===== src/hdl/mmn_pkg.sv =====
package mmn_pkg;

    localparam int PIXEL_WIDTH_DEF = 32;
    localparam int PIX_FIELD_W     = 32;
    localparam int LEVEL_W         = 32;
    localparam int OUT_BITS_W      = 5;
    localparam int IMAX_W          = 2 ** OUT_BITS_W - 1;
    localparam int CFG_INDEX_W     = 2;
    localparam int CFG_DATA_W      = 32;
    localparam int DIV_STEPS       = LEVEL_W;
    localparam int CNT_W           = $clog2(DIV_STEPS);

    localparam logic [CFG_INDEX_W-1:0] REG_OUT_BITS = 2'd0;
    localparam logic [CFG_INDEX_W-1:0] REG_USE_MIN  = 2'd1;
    localparam logic [CFG_INDEX_W-1:0] REG_MAX_HINT = 2'd2;

    localparam logic OP_MEASURE = 1'b0;
    localparam logic OP_CONVERT = 1'b1;

    localparam logic [OUT_BITS_W-1:0] OUT_BITS_RST = 5'd8;
    localparam logic                  USE_MIN_RST  = 1'b1;
    localparam logic [CFG_DATA_W-1:0] MAX_HINT_RST = 32'h7FFF_FFFF;

    localparam logic [LEVEL_W-1:0] LEVEL_POS_SAT = 32'h7FFF_FFFF;
    localparam logic [LEVEL_W-1:0] LEVEL_NEG_SAT = 32'h8000_0000;

    typedef struct packed {
        logic [OUT_BITS_W-1:0] out_bits;
        logic                  use_min;
        logic [CFG_DATA_W-1:0] max_hint;
    } cfg_t;

    typedef struct packed {
        logic measure;
        logic latch;
        logic prep;
        logic diff;
        logic mul;
        logic load;
        logic step;
        logic out_load;
    } cmd_t;

    typedef struct packed {
        logic bypass;
    } status_t;

endpackage


===== src/hdl/mmn_ctrl.sv =====
module mmn_ctrl import mmn_pkg::*;
(
    input  logic    clk,
    input  logic    rst_n,
    input  logic    in_valid,
    input  logic    in_opcode,
    output logic    in_ready,
    output logic    out_valid,
    input  logic    out_ready,
    input  status_t status,
    output cmd_t    cmd
);

    typedef enum logic [6:0] {
        S_IDLE = 7'b0000001,
        S_PREP = 7'b0000010,
        S_DIFF = 7'b0000100,
        S_MUL  = 7'b0001000,
        S_LOAD = 7'b0010000,
        S_DIV  = 7'b0100000,
        S_OUT  = 7'b1000000
    } state_t;

    state_t           state_reg;
    state_t           state_next;
    logic [CNT_W-1:0] cnt_reg;
    logic [CNT_W-1:0] cnt_next;
    logic             out_valid_reg;
    logic             out_valid_next;
    logic             accept;
    logic             out_free;

    assign in_ready = (state_reg == S_IDLE);
    assign accept   = in_valid && in_ready;
    assign out_free = !out_valid_reg || out_ready;

    always_comb
    begin
        state_next     = state_reg;
        cnt_next       = cnt_reg;
        out_valid_next = out_valid_reg && !out_ready;
        cmd            = '0;
        unique case (state_reg)
            S_IDLE:
            begin
                if (accept)
                begin
                    if (in_opcode == OP_CONVERT)
                    begin
                        cmd.latch  = 1'b1;
                        state_next = S_PREP;
                    end
                    else
                    begin
                        cmd.measure = 1'b1;
                    end
                end
            end
            S_PREP:
            begin
                cmd.prep   = 1'b1;
                state_next = S_DIFF;
            end
            S_DIFF:
            begin
                cmd.diff   = 1'b1;
                state_next = S_MUL;
            end
            S_MUL:
            begin
                cmd.mul    = 1'b1;
                state_next = status.bypass ? S_OUT : S_LOAD;
            end
            S_LOAD:
            begin
                cmd.load   = 1'b1;
                cnt_next   = '0;
                state_next = S_DIV;
            end
            S_DIV:
            begin
                cmd.step = 1'b1;
                cnt_next = cnt_reg + 1'b1;
                if (cnt_reg == CNT_W'(DIV_STEPS - 1))
                begin
                    state_next = S_OUT;
                end
            end
            S_OUT:
            begin
                if (out_free)
                begin
                    cmd.out_load   = 1'b1;
                    out_valid_next = 1'b1;
                    state_next     = S_IDLE;
                end
            end
            default:
            begin
                state_next = S_IDLE;
            end
        endcase
    end

    always_ff @(posedge clk or negedge rst_n)
    begin
        if (!rst_n)
        begin
            state_reg     <= S_IDLE;
            cnt_reg       <= '0;
            out_valid_reg <= 1'b0;
        end
        else
        begin
            state_reg     <= state_next;
            cnt_reg       <= cnt_next;
            out_valid_reg <= out_valid_next;
        end
    end

    assign out_valid = out_valid_reg;

endmodule


===== config.mk =====
export PLATFORM = sky130hd
export DESIGN_NAME = mmn_ctrl
export DESIGN_NICKNAME = d
export VERILOG_FILES = /design/src/hdl/mmn_pkg.sv /design/src/hdl/mmn_ctrl.sv
export SDC_FILE = /design/constraint.sdc
export NUM_CORES = 1
export LEC_CHECK = 0
export ABC_AREA = 1
export BUFFER_PORTS_ARGS = -buffer_cell sky130_fd_sc_hd__buf_2
export CAP_MARGIN = 20
export CORE_MARGIN = 3
export CORE_UTILIZATION = 56
export CTS_CLUSTER_DIAMETER = 50
export CTS_CLUSTER_SIZE = 30
export DETAILED_ROUTE_END_ITERATION = 8
export PLACE_DENSITY = 0.86
export SKIP_CTS_REPAIR_TIMING = 1
export SLEW_MARGIN = 20
export SYNTH_ARGS = -nofsm -noshare
export SYNTH_HDL_FRONTEND = slang
export SYNTH_SLANG_ARGS = --single-unit

===== constraint.sdc =====
create_clock -name clk -period 4.12 [get_ports clk]
set_clock_uncertainty 0.1 [all_clocks]
set_input_delay 0.206 -clock clk [delete_from_list [all_inputs] [get_ports clk]]
set_output_delay 0.206 -clock clk [all_outputs]
set_load 0.1 [all_outputs]

==> flow_results.org <==
** Status
- The flow ran to the end, and the final reports show no timing, DRC or antenna violations.

** Power and ir drop
- Static Leak :: 0.528 nW
- Ratio of total power to cell area :: 655 mW/mm2
- Overall power of the completed layout :: 0.595 mW
- The worst-case IR drop observed on VDD is 785 uV.

** Worst hold path
- The min-delay analysis places its worst path in the category in2reg.

** GRT
- For this run, the total global-route usage over all layers was measured as 0.184.
- Global route total overflow :: 0
- The first global-routing pass estimated 2.50 mm of wire.
- Via count of the first global-routing pass :: 563
- Largest net degree at the start of global routing :: 14
- Antenna violations before repair :: 0

** Logic synthesis
- The biggest area contributor in the post-synthesis netlist is sky130_fd_sc_hd__dfrtp_1.
- The number of nets in the synthesized netlist is 102.
- A synthesized cell averages 8.19 um2.
- Of the synthesized area, sequential elements account for 0.424.
- Synthesis produced a netlist whose cell count is 94.
- Synth Register Bits :: 13
- Post-synth design cell area :: 769 um2
- Yosys cell types :: 19
- Area fraction in compound gates after synthesis :: 0.0699
- Of the post-synthesis cell area, the dominant cell type holds 0.390.
- Main combinational cell family by area after synthesis :: simple AND/OR/NAND/NOR gates
- Dominant cells by area after synthesis :: sky130_fd_sc_hd__dfrtp_1 39%, sky130_fd_sc_hd__nand2_1 10%, sky130_fd_sc_hd__inv_1 6.3%, sky130_fd_sc_hd__nor2_1 6.3%, sky130_fd_sc_hd__nor2_4 4.4%
- Area share of xor/xnor cells in the synthesized design :: 0.0114
- Number of warnings printed during yosys synthesis :: 0
- Measured against the total synthesized area, the mux share comes to 0.
- Of the total synthesized cell area, the portion taken by AND, OR, NAND and NOR gates is 0.384.
- Post-synthesis adder-cell area fraction :: 0.0325

** Cells and area
- Across the whole layout, storage elements account for 327 um2.
- The multi-input combinational cells in the finished layout cover a total of 383 um2.
- In the layout the commonest cells are 21 x sky130_fd_sc_hd__nand2_1, 15 x sky130_fd_sc_hd__buf_2, 13 x sky130_fd_sc_hd__inv_1, 13 x sky130_fd_sc_hd__nor2_1, 12 x sky130_fd_sc_hd__dfrtp_1.
- The register with the most flip-flops in the layout has 7 of them.
- Fillers :: 88
- Layout overhead on the synthesized area :: 18.0%
- In the final design database the tool counted 124 nets.
- Ratio of cells with drive above 1 in the final layout :: 0.313
- The library cell used most frequently in the layout, excluding fill and tap cells, is sky130_fd_sc_hd__nand2_1.
- Number of diodes added for antenna fixing :: 0

** Worst setup path
- Family of cells with the greatest summed delay on the critical path :: buffers and inverters
- The worst setup path is captured at an output pin.
- By instance count, the cell type seen most on the critical path is sky130_fd_sc_hd__ha_1.
- Worst path buffer plus inverter count :: 2
- For the worst setup path, the data required time is 3.81 ns.
- Startpoint class of the critical path :: register
- Maximum fanout encountered on the critical timing path :: 3
- Walking the worst path, the cells encountered are ha_1 -> nand2_1 -> nor2_1 -> ha_1 -> inv_1 -> nand2_4 -> nand2_2 -> nor3_1 -> buf_2.
- On the critical path, the stage with the largest delay is an instance of sky130_fd_sc_hd__buf_2.
- Largest stage delay on the critical path :: 0.45 ns
- For the worst setup path, the data arrival time is 1.99 ns.
- The critical path in this run is classified as reg2out.

** STA
- Final cycle utilization of the critical path :: 0.558
- The worst path meets setup with 1.82 ns of slack.
- Final setup violating endpoints :: 0
- Final Hold Viols :: 0
- Timing would allow up to 435 MHz.
- The number of pins with negative max-slew slack in the final report was 0.
- Aggregate negative setup slack :: 0 ns
- Setup repair after global routing left no endpoint under its margin.
- Transition at the pin with the smallest max-transition slack :: 0.487 ns
- Min Clock Period, post-route :: 2.30 ns
- Measured against its own limit, the worst slew margin works out to 0.677.

** Job
- Maximum Capacitance Violations :: 0

** Die
- Area of the die :: 0.00186 mm2
- The floorplan has 12 rows.
- The floorplan step set the die height to 43.1 um.
- Top Ports :: 16
- The floorplan step set the die width to 43.1 um.
- Area of the core :: 0.00120 mm2
- For this configuration, the core starts out at a cell density of 0.641.

** Clock tree
- TritonCTS built the clock tree.
- At the later pin of the worst-skew pair, clock insertion delay measures 0.28 ns.
- Number of buffers inserted during clock tree synthesis :: 3
- The tree is rooted in a sky130_fd_sc_hd__clkbuf_4.
- CTS Sinks :: 13
- Number of levels in the clock H-tree :: 1
- Clock-pin slew was measured on the worst setup and hold paths at 0.08 ns.
- Clk buf depth :: 2

** Detailed routing
- After detailed routing, the number of vias per cell comes to 4.94.
- After detailed routing, the number of remaining DRC violations is 0.
- Total length of routed wires :: 1.47 mm
- The first detailed-routing pass ran for 4 iterations.
- The final route contains 637 vias.
- Routed wire per std cell :: 11.4 um
- In this run the remaining antenna-violating nets after routing total 0.
- After the first detailed-routing iteration, the DRC count stood at 9.

** Placement
- During placement, the flow inserted port buffers numbering 15.
- Routability-driven placement finished with a final weighted congestion of 0.753.
- Dpl hpwl :: 1.15 mm
- Prior to clock tree synthesis, the placed netlist has a worst setup slack of 2.12 ns.
-- worst register-to-register path: stages (launching register included) --
cell and delay, ns:
sky130_fd_sc_hd__dfrtp_1 0.41, sky130_fd_sc_hd__ha_1 0.22, sky130_fd_sc_hd__nand2_1 0.08, sky130_fd_sc_hd__nor2_1 0.05, sky130_fd_sc_hd__ha_1 0.18, sky130_fd_sc_hd__inv_1 0.10, sky130_fd_sc_hd__nand2_4 0.06, sky130_fd_sc_hd__nand2_2 0.09
sky130_fd_sc_hd__nor2_2 0.06, sky130_fd_sc_hd__nand2_1 0.06, sky130_fd_sc_hd__nand2_1 0.05
-- report_power, final --
group	switching (mW)	total (mW)	leakage, nW	internal, mW
registers	0.0194	0.170	0.176	0.150
clock network	0.0398	0.0774	0.0150	0.0376
logic	0.276	0.348	0.337	0.0713
total	0.335	0.595	0.528	0.259
-- routing by layer --
metal,track usage,part of all wire
met1,0.222,0.45
met2,0.296,0.49
met3,0.0805,0.054
met4,0.0542,0.0095
met5,0,0
-- through the flow --
step | hold slack [ns] | utilization | area, um2 | cells
final | 0.00995 | 0.756 | 908 | 129
after detailed placement | 0.00475 | 0.718 | 862 | 123
after floorplan | -0.190 | - | 769 | 94
after CTS | -0.299 | 0.740 | 888 | 127
after global placement | 0.00647 | 0.718 | 862 | 123
after global routing | 0.0109 | 0.756 | 908 | 129
-- Yosys cell counts --
cell / count
sky130_fd_sc_hd__xor2_1: 1
sky130_fd_sc_hd__a22o_1: 2
sky130_fd_sc_hd__nor2_1: 13
sky130_fd_sc_hd__nand2_1: 21
sky130_fd_sc_hd__nand3_1: 4
sky130_fd_sc_hd__nand3_2: 2
sky130_fd_sc_hd__dfstp_2: 1
sky130_fd_sc_hd__inv_1: 13
sky130_fd_sc_hd__o21ai_0: 4
sky130_fd_sc_hd__nand2_2: 2
sky130_fd_sc_hd__nor2_4: 3
sky130_fd_sc_hd__dfrtp_1: 12
sky130_fd_sc_hd__nor3_1: 4
sky130_fd_sc_hd__inv_2: 3
sky130_fd_sc_hd__nand2_4: 2
sky130_fd_sc_hd__nor2_2: 3
sky130_fd_sc_hd__ha_1: 2
sky130_fd_sc_hd__nor2_8: 1
sky130_fd_sc_hd__a21oi_4: 1
-- cell families after synthesis --
kind of cell             count (synthesis)
adder cells (fa/ha/maj)                  2
AO/OA/AOI/OAI                            7
flip-flops                              13
XOR/XNOR                                 1
buffers and inverters                   16
AND/OR/NAND/NOR                         55
-- cell type report --
type	count	area share
multi-input cells	65	0.421
inverters	16	0.0661
flip-flops and latches	13	0.360
clock buffers	4	0.0289
repair buffers	17	0.105
well taps	14	0.0193
-- worst paths after layout --
check                            from      endpoint  slack, ns  depth (start not counted)
max                        cnt_reg[1]        cmd[6]       1.82                          9
min                         out_ready     out_valid       0.01                          2
max reg2reg                cnt_reg[0]  state_reg[6]       2.57                         10
min reg2reg                cnt_reg[3]    cnt_reg[3]       0.39                          2
max in group asynchronous       rst_n  state_reg[0]       3.39                          2
min in group asynchronous       rst_n    cnt_reg[2]       0.24                          2
(Power assumes the default switching activity.)
