[src/hdl/mmn_pkg.sv]
package mmn_pkg;

    localparam int PIXEL_WIDTH_DEF = 32;
    localparam int PIX_FIELD_W     = 32;
    localparam int LEVEL_W         = 32;
    localparam int OUT_BITS_W      = 5;
    localparam int IMAX_W          = 2 ** OUT_BITS_W - 1;
    localparam int CFG_INDEX_W     = 2;
    localparam int CFG_DATA_W      = 32;
    localparam int DIV_STEPS       = LEVEL_W;
    localparam int CNT_W           = $clog2(DIV_STEPS);

    localparam logic [CFG_INDEX_W-1:0] REG_OUT_BITS = 2'd0;
    localparam logic [CFG_INDEX_W-1:0] REG_USE_MIN  = 2'd1;
    localparam logic [CFG_INDEX_W-1:0] REG_MAX_HINT = 2'd2;

    localparam logic OP_MEASURE = 1'b0;
    localparam logic OP_CONVERT = 1'b1;

    localparam logic [OUT_BITS_W-1:0] OUT_BITS_RST = 5'd8;
    localparam logic                  USE_MIN_RST  = 1'b1;
    localparam logic [CFG_DATA_W-1:0] MAX_HINT_RST = 32'h7FFF_FFFF;

    localparam logic [LEVEL_W-1:0] LEVEL_POS_SAT = 32'h7FFF_FFFF;
    localparam logic [LEVEL_W-1:0] LEVEL_NEG_SAT = 32'h8000_0000;

    typedef struct packed {
        logic [OUT_BITS_W-1:0] out_bits;
        logic                  use_min;
        logic [CFG_DATA_W-1:0] max_hint;
    } cfg_t;

    typedef struct packed {
        logic measure;
        logic latch;
        logic prep;
        logic diff;
        logic mul;
        logic load;
        logic step;
        logic out_load;
    } cmd_t;

    typedef struct packed {
        logic bypass;
    } status_t;

endpackage

[src/hdl/mmn_regs.sv]
module mmn_regs import mmn_pkg::*;
(
    input  logic                   clk,
    input  logic                   rst_n,
    input  logic                   wr_en,
    input  logic [CFG_INDEX_W-1:0] wr_index,
    input  logic [CFG_DATA_W-1:0]  wr_data,
    output cfg_t                   cfg
);

    cfg_t cfg_reg;
    cfg_t cfg_next;

    always_comb
    begin
        cfg_next = cfg_reg;
        if (wr_en)
        begin
            unique case (wr_index)
                REG_OUT_BITS: cfg_next.out_bits = wr_data[OUT_BITS_W-1:0];
                REG_USE_MIN:  cfg_next.use_min  = wr_data[0];
                REG_MAX_HINT: cfg_next.max_hint = wr_data;
                default:      cfg_next = cfg_reg;
            endcase
        end
    end

    always_ff @(posedge clk or negedge rst_n)
    begin
        if (!rst_n)
        begin
            cfg_reg.out_bits <= OUT_BITS_RST;
            cfg_reg.use_min  <= USE_MIN_RST;
            cfg_reg.max_hint <= MAX_HINT_RST;
        end
        else
        begin
            cfg_reg <= cfg_next;
        end
    end

    assign cfg = cfg_reg;

endmodule

[config.mk]
export PLATFORM = sky130hd
export DESIGN_NAME = mmn_regs
export DESIGN_NICKNAME = d
export VERILOG_FILES = /design/src/hdl/mmn_pkg.sv /design/src/hdl/mmn_regs.sv
export SDC_FILE = /design/constraint.sdc
export NUM_CORES = 1
export LEC_CHECK = 0
export BUFFER_PORTS_ARGS = -buffer_cell sky130_fd_sc_hd__buf_2
export CORE_MARGIN = 1
export CORE_UTILIZATION = 46
export CTS_CLUSTER_DIAMETER = 30
export DETAILED_ROUTE_END_ITERATION = 8
export PLACE_DENSITY_LB_ADDON = 0.3
export SYNTH_ARGS = -nofsm -noshare
export SYNTH_HDL_FRONTEND = slang
export SYNTH_SLANG_ARGS = --single-unit
[constraint.sdc]
create_clock -name clk -period 1.2 [get_ports clk]
set_clock_uncertainty 0.15 [all_clocks]
set_input_delay 0.18 -clock clk [delete_from_list [all_inputs] [get_ports clk]]
set_output_delay 0.18 -clock clk [all_outputs]
set_load 0.005 [all_outputs]
==> results of run 1 <==
## report_power, final
part	switching (mW)	total, mW	internal (mW)
logic	0.330	1.16	0.830
clock network	0.401	0.801	0.401
registers	0.166	1.85	1.68
total	0.897	3.81	2.91
## per-layer routing
layer,GRT usage,part of all wire,vias to the layer above
li1,-,-,534
met2,0.371,0.55,48
met1,0.201,0.38,574
met3,0.0462,0.056,9
met4,0.107,0.018,0
met5,0,0,-
## timing repair
| item | in CTS | in global routing |
|---|---|---|
| hold endpoints to repair | 76 | 0 |
| setup endpoints to repair | 36 | 38 |
| buffers inserted | 6 | 4 |
| gates cloned | 0 | 0 |
| resized for setup | 3 | 20 |
| hold buffers | 33 | 0 |
## synthesized netlist by cell type
cell type / n
nor3b_4: 1
mux2_2: 8
dfstp_2: 33
buf_6: 3
dfrtp_1: 5
nand3b_1: 1
mux2_4: 30
nand3b_4: 1
## final timing paths
check	start	endpoint	slack (ns)	cells past startpoint
setup / recovery	cfg[11]	cfg[11]	-0.15	1
max in group asynchronous	rst_n	cfg[27]	0.46	3
setup reg to reg	cfg[12]	cfg[12]	0.09	3
min in group asynchronous	rst_n	cfg[31]	0.20	3
hold reg to reg	cfg[37]	cfg[37]	0.38	1
hold / removal	wr_en	cfg[32]	0.1	3
## cells by family after synthesis
kind of cell	synth area share
multiplexers	0.335
AND/OR/NAND/NOR	0.0287
buffers and inverters	0.0209
flip-flops	0.615
## worst min-delay path, cell delays in order
cell and delay, ns:
buf_2 0.13, nand3b_1 0.09, mux2_2 0.16
## through the flow
step | setup slack (ns) | cells | area [um^2]
finish | -0.150 | 253 | 2700
global route | -0.182 | 253 | 2700
CTS | -0.140 | 249 | 2540
detailed placement | -0.114 | 202 | 2070
global placement | -0.0479 | 202 | 2070
floorplan | 0.122 | 82 | 1610
## placed cells by master (no fill, tap or decap)
cell type,instances
buf_4,10
dfstp_2,33
buf_2,51
nand3b_4,1
mux2_2,8
nor3b_4,1
buf_6,23
dfrtp_1,5
nand3b_1,1
clkbuf_4,5
mux2_4,30
dlygate4sd3_1,33
buf_12,3
clkbuf_8,3
## layout make-up
| type | instances | area, um^2 | area share |
|---|---|---|---|
| Sequential cell | 38 | 992 | 0.368 |
| Timing Repair Buffer | 120 | 980 | 0.364 |
| Multi-Input combinational cell | 41 | 587 | 0.218 |
| Clock buffer | 8 | 78.8 | 0.0292 |
| Tap cell | 46 | 57.6 | 0.0214 |
==> out/results.tsv, run 1 <==
metric	value	unit
status	complete, but fails checks	
failing checks	negative setup slack	
CTS tree	yes	
DRC violations left	0	
largest net degree at the start of global routing	39	
area grow syn2layout	67.1	%
Crit. End Element	primary output	
final setup fails	33	
Final #Nets	243	
initial antenna violation count	0	
sequential element share of the synthesized area	0.615	
die area	3750	um^2
final setup margin	-0.150	ns
core box area	3340	um^2
CP startpoint kind	register	
HPWL Detailed	2130	um
#FFs+latches synth	38	
Leakage	1.34	nW
clk buf depth	2	
Yosys top cell area share	0.538	
Post-Syn Nets	119	
Mapped Area	1610	um^2
maximum single-stage delay on the critical path	0.58	ns
IR drop worst, VDD	712	uV
Core Util, Final	0.808	
share of layout cells above drive strength 1	0.812	
Area contributors post-synth	dfstp_2 (54%), mux2_4 (28%), dfrtp_1 (7.8%), mux2_2 (5.6%), buf_6 (2.1%)	
Mapped Cells	82	
Critical Path RT	0.87	ns
pwr dens	1410	nW/um^2
HP Class	in -> reg	
overall power	3.81	mW
critical path arrival	1.02	ns
slowest CP cell	dfstp_2	
part of the cycle the worst path needs	1.12	
Ys Warns	0	
Max-Cap Viols	0	
H-tree Lvls	2	
max-slew violation count	0	
Clock transition at path regs	0.11	ns
worst rel slew slack	0.783	
PortBufs	74	
io pins	75	
n_diodes	0	
number of buffers created by CTS	5	
Initial Utilization	0.483	
First-pass DRT Iterations	4	
vias	1165	
Worst-Margin Slew	0.325	ns
worst-skew pair later-pin latency	0.33	ns
standard-cell rows	21	
Buf/Inv on CP	1	
max reg flops	38	
CP max FO	2	
CTS Sinks	38	
DRT Wirelength	4080	um
fmax	741	MHz
setup TNS	-3.82	ns
root buffer cell	clkbuf_4	
gr ovfl total	0	
initial drt markers	56	
Synth area leader	dfstp_2	
Hold Violations, Final	0	
drt wl/cell	16.1	um
Vias/cell	4.60	
first-pass GRT wire length	5090	um
routability cong.	0.677	
filler cell count	196	
die height	61.2	um
RSZ-0062 raised after global routing	true	
CP top delay family	flip-flops	
vias in the first global route	1163	
worst-path cell chain	buf_6	
Min Hold Slack	0.0971	ns
GRT Overall Usage	0.198	
Synth cell types	8	
Setup CP Type	reg -> out	
Die W	61.2	um
min Tclk post-route	1.35	ns
syn_area_per_cell	19.7	um^2
remaining antenna violation count	0	
Power figures use the tool's default switching activity.
==> run 2: changes to the inputs <==
clock period = 1.3 ns   (was 1.2 ns; I/O delays follow)
==> run 2 against run 1 <==
  * The run still ends with negative setup slack left
  * Worst hold slack improved by 0.012 ns
  * Worst setup slack better by 0.076 ns
  * Flip-flop and latch count unchanged
  * Sequential power is 8% lower
  * Total power down 7.4%
  * Largest cell class unchanged
  * Highest routed layer unchanged
==> out/results.tsv, run 2 (synthesis gave the netlist of run 1 again) <==
metric	value	unit	change
status	complete, but fails checks		unchanged
failing checks	negative setup slack		unchanged
P_int	2.68	mW	was 2.91 mW
PortBufs	74		unchanged
io pins	75		unchanged
most frequent cells in the layout	buf_2 (51), dfstp_2 (33), dlygate4sd3_1 (33)		unchanged
Initial Utilization	0.483		unchanged
Buf/Inv on CP	1		unchanged
GRT Overall Usage	0.199		was 0.198
worst-skew pair later-pin latency	0.34	ns	was 0.33 ns
DRT Wirelength	4220	um	was 4080 um
Die W	61.2	um	unchanged
H-tree Lvls	2		unchanged
core box area	3340	um^2	unchanged
remaining antenna violation count	0		unchanged
initial drt markers	50		was 56
Clock transition at path regs	0.11	ns	about the same
Final #Nets	242		was 243
Min Hold Slack	0.109	ns	was 0.0971 ns
filler cell count	201		was 196
max-slew violation count	0		unchanged
standard-cell rows	21		unchanged
n_diodes	0		unchanged
initial antenna violation count	0		unchanged
pwr dens	1310	nW/um^2	was 1410 nW/um^2
first-pass GRT wire length	5100	um	was 5090 um
Net Sw Frac	0.240		was 0.236
most common cell after layout, fill and taps aside	buf_2		unchanged
worst-path cell chain	buf_6		unchanged
gr ovfl total	0		unchanged
Hold Violations, Final	0		unchanged
Vias/cell	4.70		was 4.60
CP top delay family	flip-flops		unchanged
slowest CP cell	dfstp_2		unchanged
CTS Sinks	38		unchanged
HPWL Detailed	2130	um	unchanged
max reg flops	38		unchanged
vias	1184		was 1165
final setup fails	33		unchanged
First-pass DRT Iterations	2		was 4
Worst-Margin Slew	0.325	ns	about the same
critical path arrival	1.03	ns	was 1.02 ns
fmax	728	MHz	
Post-DP Area	2070	um^2	unchanged
IR drop worst, VDD	666	uV	was 712 uV
share of layout cells above drive strength 1	0.811		was 0.812
vias in the first global route	1163		unchanged
largest net degree at the start of global routing	39		unchanged
final setup margin	-0.0735	ns	was -0.150 ns
Reg area	992	um^2	unchanged
maximum single-stage delay on the critical path	0.58	ns	about the same
power share of the clock group	0.213		was 0.210
net switching power	0.846	mW	was 0.897 mW
part of the cycle the worst path needs	1.06		
Leakage	1.34	nW	about the same
clk buf depth	2		unchanged
drt wl/cell	16.7	um	was 16.1 um
Seq pwr share	0.485		about the same
CP max FO	2		unchanged
root buffer cell	clkbuf_4		unchanged
Setup CP Type	reg -> out		unchanged
routability cong.	0.677		unchanged
CTS tree	yes		unchanged
die area	3750	um^2	unchanged
Max-Cap Viols	0		unchanged
Multi-input gate area	587	um^2	unchanged
post-route cell area	2690	um^2	was 2700 um^2
area grow syn2layout	66.6	%	was 67.1%
HP Class	in -> reg		unchanged
Crit. End Element	primary output		unchanged
worst rel slew slack	0.783		about the same
DRC violations left	0		unchanged
Comb power frac	0.302		was 0.304
RSZ-0062 raised after global routing	true		unchanged
number of buffers created by CTS	5		unchanged
min Tclk post-route	1.37	ns	
CP startpoint kind	register		unchanged
Critical Path RT	0.95	ns	was 0.87 ns
die height	61.2	um	unchanged
run 2: cell type report:
| class | instances | share of cell area |
|---|---|---|
| repair buffers | 119 | 0.362 |
| flip-flops and latches | 38 | 0.369 |
| well taps | 46 | 0.0214 |
| multi-input cells | 41 | 0.218 |
| clock buffers | 8 | 0.0293 |
run 2: worst paths after layout:
kind	from	endpoint	slack (ns)	depth (start not counted)
setup / recovery	cfg[11]	cfg[11]	-0.07	1
hold / removal	wr_en	cfg[32]	0.11	3
setup reg to reg	cfg[12]	cfg[12]	0.20	3
hold reg to reg	cfg[37]	cfg[37]	0.38	1
max in group asynchronous	rst_n	cfg[1]	0.53	3
min in group asynchronous	rst_n	cfg[31]	0.22	3
run 2: repair_timing:
item | in CTS | in global routing
endpoints found under the hold margin | 76 | 0
buffers inserted | 5 | 4
hold buffers | 33 | 0
setup endpoints to repair | 33 | 33
gates resized for setup | 3 | 20
run 2: stage by stage:
step	setup WS, ns	util	power [mW]	TNS [ns]	cells
2_1_floorplan	0.207	-	2.05	0	82
3_3_place_gp	0.0371	0.619	2.38	0	202
3_5_place_dp	-0.0294	0.619	2.41	-0.104	202
4_1_cts	-0.0553	0.759	3.30	-1.41	248
5_1_grt	-0.0953	0.805	3.68	-2.32	252
6_report	-0.0735	0.805	3.53	-1.19	252
run 2: power groups by stage:
stage	Combinational, mW	Clock (mW)	Sequential [mW]
6_report	1.06	0.751	1.71
4_1_cts	0.875	0.763	1.66
2_1_floorplan	0.349	0	1.70
5_1_grt	1.14	0.806	1.74
3_3_place_gp	0.713	0	1.67
3_5_place_dp	0.730	0	1.68
run 2: metal layers:
layer	vias to the layer above	track usage	routed length, um
li1	530	-	-
met1	591	0.202	1540
met2	51	0.377	2360
met3	12	0.0420	210
met4	0	0.107	99
met5	-	0	0
