===== src/hdl/mmn_pkg.sv =====
package mmn_pkg;

    localparam int PIXEL_WIDTH_DEF = 32;
    localparam int PIX_FIELD_W     = 32;
    localparam int LEVEL_W         = 32;
    localparam int OUT_BITS_W      = 5;
    localparam int IMAX_W          = 2 ** OUT_BITS_W - 1;
    localparam int CFG_INDEX_W     = 2;
    localparam int CFG_DATA_W      = 32;
    localparam int DIV_STEPS       = LEVEL_W;
    localparam int CNT_W           = $clog2(DIV_STEPS);

    localparam logic [CFG_INDEX_W-1:0] REG_OUT_BITS = 2'd0;
    localparam logic [CFG_INDEX_W-1:0] REG_USE_MIN  = 2'd1;
    localparam logic [CFG_INDEX_W-1:0] REG_MAX_HINT = 2'd2;

    localparam logic OP_MEASURE = 1'b0;
    localparam logic OP_CONVERT = 1'b1;

    localparam logic [OUT_BITS_W-1:0] OUT_BITS_RST = 5'd8;
    localparam logic                  USE_MIN_RST  = 1'b1;
    localparam logic [CFG_DATA_W-1:0] MAX_HINT_RST = 32'h7FFF_FFFF;

    localparam logic [LEVEL_W-1:0] LEVEL_POS_SAT = 32'h7FFF_FFFF;
    localparam logic [LEVEL_W-1:0] LEVEL_NEG_SAT = 32'h8000_0000;

    typedef struct packed {
        logic [OUT_BITS_W-1:0] out_bits;
        logic                  use_min;
        logic [CFG_DATA_W-1:0] max_hint;
    } cfg_t;

    typedef struct packed {
        logic measure;
        logic latch;
        logic prep;
        logic diff;
        logic mul;
        logic load;
        logic step;
        logic out_load;
    } cmd_t;

    typedef struct packed {
        logic bypass;
    } status_t;

endpackage


===== src/hdl/mmn_dp.sv =====
module mmn_dp import mmn_pkg::*;
#(
    parameter int PIXEL_WIDTH = PIXEL_WIDTH_DEF
)
(
    input  logic                   clk,
    input  logic                   rst_n,
    input  cfg_t                   cfg,
    input  cmd_t                   cmd,
    output status_t                status,
    input  logic                   in_first,
    input  logic [PIX_FIELD_W-1:0] in_pixel,
    output logic [LEVEL_W-1:0]     level,
    output logic                   degenerate
);

    localparam int PW = PIXEL_WIDTH;
    localparam int MW = PW + IMAX_W;
    localparam logic signed [PW-1:0] PIX_HI = {1'b0, {(PW-1){1'b1}}};
    localparam logic signed [PW-1:0] PIX_LO = {1'b1, {(PW-1){1'b0}}};

    logic signed [PW-1:0] run_min_reg;
    logic signed [PW-1:0] run_max_reg;
    logic signed [PW-1:0] run_min_next;
    logic signed [PW-1:0] run_max_next;
    logic signed [PW-1:0] pix_reg;
    logic signed [PW-1:0] mx_reg;
    logic signed [PW-1:0] mx_next;
    logic                 sent_reg;
    logic                 sent_lo_reg;
    logic signed [PW:0]   a_reg;
    logic signed [PW:0]   b_reg;
    logic signed [PW:0]   a_next;
    logic signed [PW:0]   b_next;
    logic                 degen_reg;
    logic                 degen_next;
    logic                 bypass_reg;
    logic [PW-1:0]        amag;
    logic [PW-1:0]        bmag_reg;
    logic                 neg_reg;
    logic [MW-1:0]        prod_reg;
    logic [PW-1:0]        rem_reg;
    logic [LEVEL_W-1:0]   lo_reg;
    logic                 ovf_reg;
    logic [PW+1:0]        trial;
    logic                 qbit;
    logic [PW-1:0]        rem_next;
    logic [IMAX_W-1:0]    imax;
    logic [LEVEL_W-1:0]   level_next;
    logic [LEVEL_W-1:0]   level_reg;
    logic                 degen_out_reg;

    logic signed [PW-1:0] v_in;
    logic signed [PW-1:0] hint;
    logic signed [PW-1:0] base_min;
    logic signed [PW-1:0] base_max;
    logic                 sent_in;

    assign v_in     = $signed(in_pixel[PW-1:0]);
    assign hint     = $signed(cfg.max_hint[PW-1:0]);
    assign sent_in  = (v_in == PIX_LO) || (v_in == PIX_HI);
    assign base_min = in_first ? PIX_HI : run_min_reg;
    assign base_max = in_first ? PIX_LO : run_max_reg;
    assign imax     = IMAX_W'((32'd1 << cfg.out_bits) - 32'd1);

    always_comb
    begin
        run_min_next = (!sent_in && (v_in < base_min)) ? v_in : base_min;
        run_max_next = (!sent_in && (v_in > base_max)) ? v_in : base_max;
        mx_next      = ((run_max_reg < hint) && (hint != PIX_HI)) ? hint : run_max_reg;
    end

    always_comb
    begin
        if (cfg.use_min)
        begin
            a_next     = $signed({pix_reg[PW-1], pix_reg}) - $signed({run_min_reg[PW-1], run_min_reg});
            b_next     = $signed({mx_reg[PW-1], mx_reg}) - $signed({run_min_reg[PW-1], run_min_reg});
            degen_next = (run_min_reg == mx_reg);
        end
        else
        begin
            a_next     = $signed({pix_reg[PW-1], pix_reg});
            b_next     = $signed({mx_reg[PW-1], mx_reg});
            degen_next = !sent_reg && (mx_reg == '0);
        end
    end

    assign amag = a_reg[PW] ? PW'(-a_reg) : PW'(a_reg);

    always_comb
    begin
        trial = {1'b0, rem_reg, lo_reg[LEVEL_W-1]} - {2'b00, bmag_reg};
        qbit  = !trial[PW+1];
        if (qbit)
        begin
            rem_next = trial[PW-1:0];
        end
        else
        begin
            rem_next = {rem_reg[PW-2:0], lo_reg[LEVEL_W-1]};
        end
    end

    always_comb
    begin
        if (degen_reg)
        begin
            level_next = '0;
        end
        else if (sent_reg)
        begin
            level_next = sent_lo_reg ? '0 : LEVEL_W'(imax);
        end
        else if (!neg_reg)
        begin
            level_next = (ovf_reg || lo_reg[LEVEL_W-1]) ? LEVEL_POS_SAT : lo_reg;
        end
        else
        begin
            if (ovf_reg || (lo_reg[LEVEL_W-1] && (lo_reg[LEVEL_W-2:0] != '0)))
            begin
                level_next = LEVEL_NEG_SAT;
            end
            else
            begin
                level_next = -lo_reg;
            end
        end
    end

    always_ff @(posedge clk or negedge rst_n)
    begin
        if (!rst_n)
        begin
            run_min_reg <= PIX_HI;
            run_max_reg <= PIX_LO;
        end
        else if (cmd.measure)
        begin
            run_min_reg <= run_min_next;
            run_max_reg <= run_max_next;
        end
    end

    always_ff @(posedge clk)
    begin
        if (cmd.latch)
        begin
            pix_reg <= v_in;
        end
        if (cmd.prep)
        begin
            mx_reg      <= mx_next;
            sent_reg    <= (pix_reg == PIX_LO) || (pix_reg == PIX_HI);
            sent_lo_reg <= (pix_reg == PIX_LO);
        end
        if (cmd.diff)
        begin
            a_reg      <= a_next;
            b_reg      <= b_next;
            degen_reg  <= degen_next;
            bypass_reg <= degen_next || sent_reg;
        end
        if (cmd.mul)
        begin
            prod_reg <= MW'(amag) * MW'(imax);
            bmag_reg <= b_reg[PW] ? PW'(-b_reg) : PW'(b_reg);
            neg_reg  <= a_reg[PW] ^ b_reg[PW];
        end
        if (cmd.load)
        begin
            rem_reg <= {1'b0, prod_reg[MW-1:LEVEL_W]};
            lo_reg  <= prod_reg[LEVEL_W-1:0];
            ovf_reg <= ({1'b0, prod_reg[MW-1:LEVEL_W]} >= bmag_reg);
        end
        else if (cmd.step)
        begin
            rem_reg <= rem_next;
            lo_reg  <= {lo_reg[LEVEL_W-2:0], qbit};
        end
        if (cmd.out_load)
        begin
            level_reg     <= level_next;
            degen_out_reg <= degen_reg;
        end
    end

    assign status.bypass = bypass_reg;
    assign level         = level_reg;
    assign degenerate    = degen_out_reg;

endmodule


===== config.mk =====
export PLATFORM = sky130hd
export DESIGN_NAME = mmn_dp
export DESIGN_NICKNAME = d
export VERILOG_FILES = /design/src/hdl/mmn_pkg.sv /design/src/hdl/mmn_dp.sv
export SDC_FILE = /design/constraint.sdc
export NUM_CORES = 2
export LEC_CHECK = 0
export BUFFER_PORTS_ARGS = -buffer_cell sky130_fd_sc_hd__buf_2
export CAP_MARGIN = 20
export CORE_ASPECT_RATIO = 1.25
export CORE_UTILIZATION = 65
export DETAILED_ROUTE_END_ITERATION = 7
export PLACE_DENSITY = 0.82
export SLEW_MARGIN = 20
export SYNTH_ARGS = -nofsm -noshare
export SYNTH_HDL_FRONTEND = slang
export SYNTH_SLANG_ARGS = --single-unit

===== constraint.sdc =====
create_clock -name clk -period 13.7 [get_ports clk]
set_input_delay 2.74 -clock clk [delete_from_list [all_inputs] [get_ports clk]]
set_output_delay 2.74 -clock clk [all_outputs]
set_load 0.05 [all_outputs]

==> flow_metrics.env <==
export IMPL_outcome="finished, violations left"
export IMPL_violations="design-rule violations"
export IMPL_yosysSeqAreaShare_pct=20.1
export IMPL_areaGrowthSynthToFinish_pct=6.70
export IMPL_largest_register_ffs=63
export IMPL_ant_nets=0
export IMPL_cts_max_path_buffers=3
export IMPL_cp_startpoint="cfg[33]"
export IMPL_setup_violations=0
export IMPL_first_pass_iters=8
export IMPL_ff2ff_path_depth=36
export IMPL_cts_tree="yes"
export IMPL_cts_buffers=43
export IMPL_final_cell_mix="inv_1 (1090), fa_1 (869), nand2_1 (781)"
export IMPL_min_period_ns=12.71
export IMPL_setup_tns_ns=0
export IMPL_crit_type="input pin to flip-flop"
export IMPL_path_buf_inv=9
export IMPL_rr_startpoint="a_reg[0]$_DFFE_PP_"
export IMPL_cp_max_fo=18
export IMPL_drive_gt1_share_pct=8.04
export IMPL_max_freq_ghz=0.0787
export IMPL_dieArea_mm2=0.0893
export IMPL_syn_area_per_cell_um2=9.24
export IMPL_io_buffers=114
export IMPL_initial_core_util_pct=65.7
export IMPL_fin_skew_ns=0.0342
export IMPL_syn_cell_area_mm2=0.0573
export IMPL_die_y_um=334
export IMPL_ys_flop_type="edfxtp_1"
export IMPL_regToRegSetupSlack_ns=1.37
export IMPL_num_rows=121
export IMPL_grt_max_degree=76
export IMPL_routed_wl_um=185000
export IMPL_worst_path_dominant_cell_family="adder cells"
export IMPL_final_nets=7657
export IMPL_cp_arrival_ns=13.06
export IMPL_gp_congestion=1.06
export IMPL_final_common_cell="inv_1"
export IMPL_worstSetupEndpoint="prod_reg[60]$_DFFE_PP_"
export IMPL_cts_root_buffer="clkbuf_16"
export IMPL_rsz0062_at_grt="false"
export IMPL_max_stage_delay_ns=0.57
export IMPL_maxSlewViolCount=0
export IMPL_period_share_pct=92.8
export IMPL_synth_enable_flop_cells=327
export IMPL_synth_seq_cells=392
export IMPL_start_kind="input pin"
export IMPL_core_area_mm2=0.0872
export IMPL_path_clk_slew_ns=0.07
export IMPL_wl_per_cell_um=24.9
export IMPL_pin_count=115
export IMPL_cp_depth=38
export IMPL_tightest_slew_ns=1.26
export IMPL_cpMostUsedCell="fa_1"
export IMPL_die_width_um=267
export IMPL_r2r_end="prod_reg[60]$_DFFE_PP_"
export IMPL_ys_async_sr_fraction_pct=16.3
export IMPL_drt_iter0_markers=4422
export IMPL_clk_latency_ns=0.60
export IMPL_cts_resized=0
export IMPL_hp_class="flip-flop to flip-flop"
export IMPL_dp_hpwl_um=145000
export IMPL_postCtsHoldBufs=0
export IMPL_grt_pass1_wl_um=281000
export IMPL_postCtsSetupRepairBufs=0
export IMPL_syn_nets=7627
export IMPL_numClockSinks=392
export IMPL_grt_overflow_total=0
export IMPL_worst_ep_required_time_ns=14.05
export IMPL_hold_viol_final=0
export IMPL_syn_instance_count=6196
export IMPL_ys_types=81
export IMPL_max_slew_margin_pct=16.3
export IMPL_post_drt_via_cell_ratio=6.27
export IMPL_nFillCells=6658
export IMPL_antenna_found_initial=7
export IMPL_endpoint_kind="flip-flop"
export IMPL_drc=3
export IMPL_htreeDepth=2
export IMPL_routed_via_count=46600
export IMPL_slowest_stage="fa_1"
export IMPL_grt_usage_pct=42.7
export IMPL_grt_pass1_vias=48400
export IMPL_synth_warnings=0
export IMPL_max_cap_viol_count=0
final cells by class:
| type | count | area [µm²] | share of cell area, % |
|---|---|---|---|
| Timing Repair Buffer | 255 | 1660 | 2.71 |
| Clock inverter | 26 | 293 | 0.479 |
| Tap cell | 1168 | 1460 | 2.39 |
| Multi-Input combinational cell | 4442 | 40900 | 67.0 |
| Sequential cell | 392 | 11500 | 18.8 |
| Inverter | 1092 | 4100 | 6.71 |
| Antenna cell | 8 | 20.0 | 0.0328 |
| Clock buffer | 52 | 1140 | 1.87 |
worst min-delay path by stage:
stage,cells after the start,slack (ns),endpoint,start
6_report,1,0.52,run_min_reg[26]$_DFFE_PN1P_,run_min_reg[26]$_DFFE_PN1P_
5_1_grt,1,0.54,run_min_reg[18]$_DFFE_PN1P_,run_min_reg[18]$_DFFE_PN1P_
4_1_cts,1,0.52,run_min_reg[25]$_DFFE_PN1P_,run_min_reg[25]$_DFFE_PN1P_
3_5_place_dp,1,0.51,run_min_reg[25]$_DFFE_PN1P_,run_min_reg[25]$_DFFE_PN1P_
3_3_place_gp,1,0.51,run_min_reg[12]$_DFFE_PN1P_,run_min_reg[12]$_DFFE_PN1P_
2_1_floorplan,0,0.45,bmag_reg[0]$_DFFE_PP_,b_reg[0]$_DFFE_PP_
synth_stat cells, drive strengths merged (13+ instances only):
cell type | number | area share, %
o22a | 62 | 0.95
o41ai | 13 | 0.24
nand3 | 52 | 0.45
nor3 | 47 | 0.41
a21o | 116 | 1.5
o31ai | 25 | 0.34
edfxtp | 327 | 17
dfstp | 32 | 1.5
xnor2 | 146 | 2.3
xor2 | 82 | 1.3
nor2b | 37 | 0.40
ha | 481 | 11
o21a | 38 | 0.50
or3 | 25 | 0.27
o211ai | 17 | 0.22
or4 | 22 | 0.30
and2 | 26 | 0.28
buf | 14 | 0.11
nand2 | 785 | 5.2
a21oi | 225 | 2.0
inv | 1090 | 7.1
o21bai | 21 | 0.28
dfrtp | 32 | 1.4
nor4 | 43 | 0.47
nand4 | 72 | 0.79
nand2b | 94 | 1.0
a211oi | 37 | 0.49
a31oi | 30 | 0.33
fa | 869 | 30
mux2 | 86 | 1.7
nor2 | 597 | 3.9
clkbuf | 256 | 1.7
mux2i | 40 | 0.70
o22ai | 46 | 0.50
o21ai | 188 | 1.6
worst register-to-register path, delay by kind of cell (launching register included):
| family | cells | cell delay (ns) |
|---|---|---|
| adders and majority gates | 9 | 4.34 |
| buffers and inverters | 7 | 0.90 |
| AOI/OAI and AO/OA | 6 | 1.92 |
| and+or+nand+nor | 12 | 3.94 |
| xor gates and xnor gates | 2 | 0.67 |
| DFF | 1 | 0.35 |
cell families after synthesis:
logic type,synth area share (%)
AO/OA/AOI/OAI,10.2
XOR/XNOR,3.53
adder cells (fa/ha/maj),40.9
buffers and inverters,8.95
flip-flops,20.1
multiplexers,2.39
AND/OR/NAND/NOR,14.0
routing by layer:
metal  track usage (%)  part of all wire [%]  vias to the layer above
met5             0.165                 0.029                        -
met4              41.6                    12                        8
met3              11.9                    10                     1029
met2              68.2                    46                     2804
met1              44.8                    31                    22700
li1                  -                     -                    20100
through the flow:
stage	util (%)	hold WS [ns]	worst slack, ns	std cells	cell area, µm²
floorplan	-	0.451	1.08	6196	57300
global placement	68.3	0.509	0.666	7347	59600
detailed placement	68.3	0.514	0.601	7347	59600
CTS	70.0	0.523	1.19	7425	61000
global route	70.0	0.536	0.458	7427	61100
finish	70.1	0.521	0.986	7435	61100
Power is not shown: default switching activity piles up to over one toggle a cycle in this logic, so the estimate is an artifact.
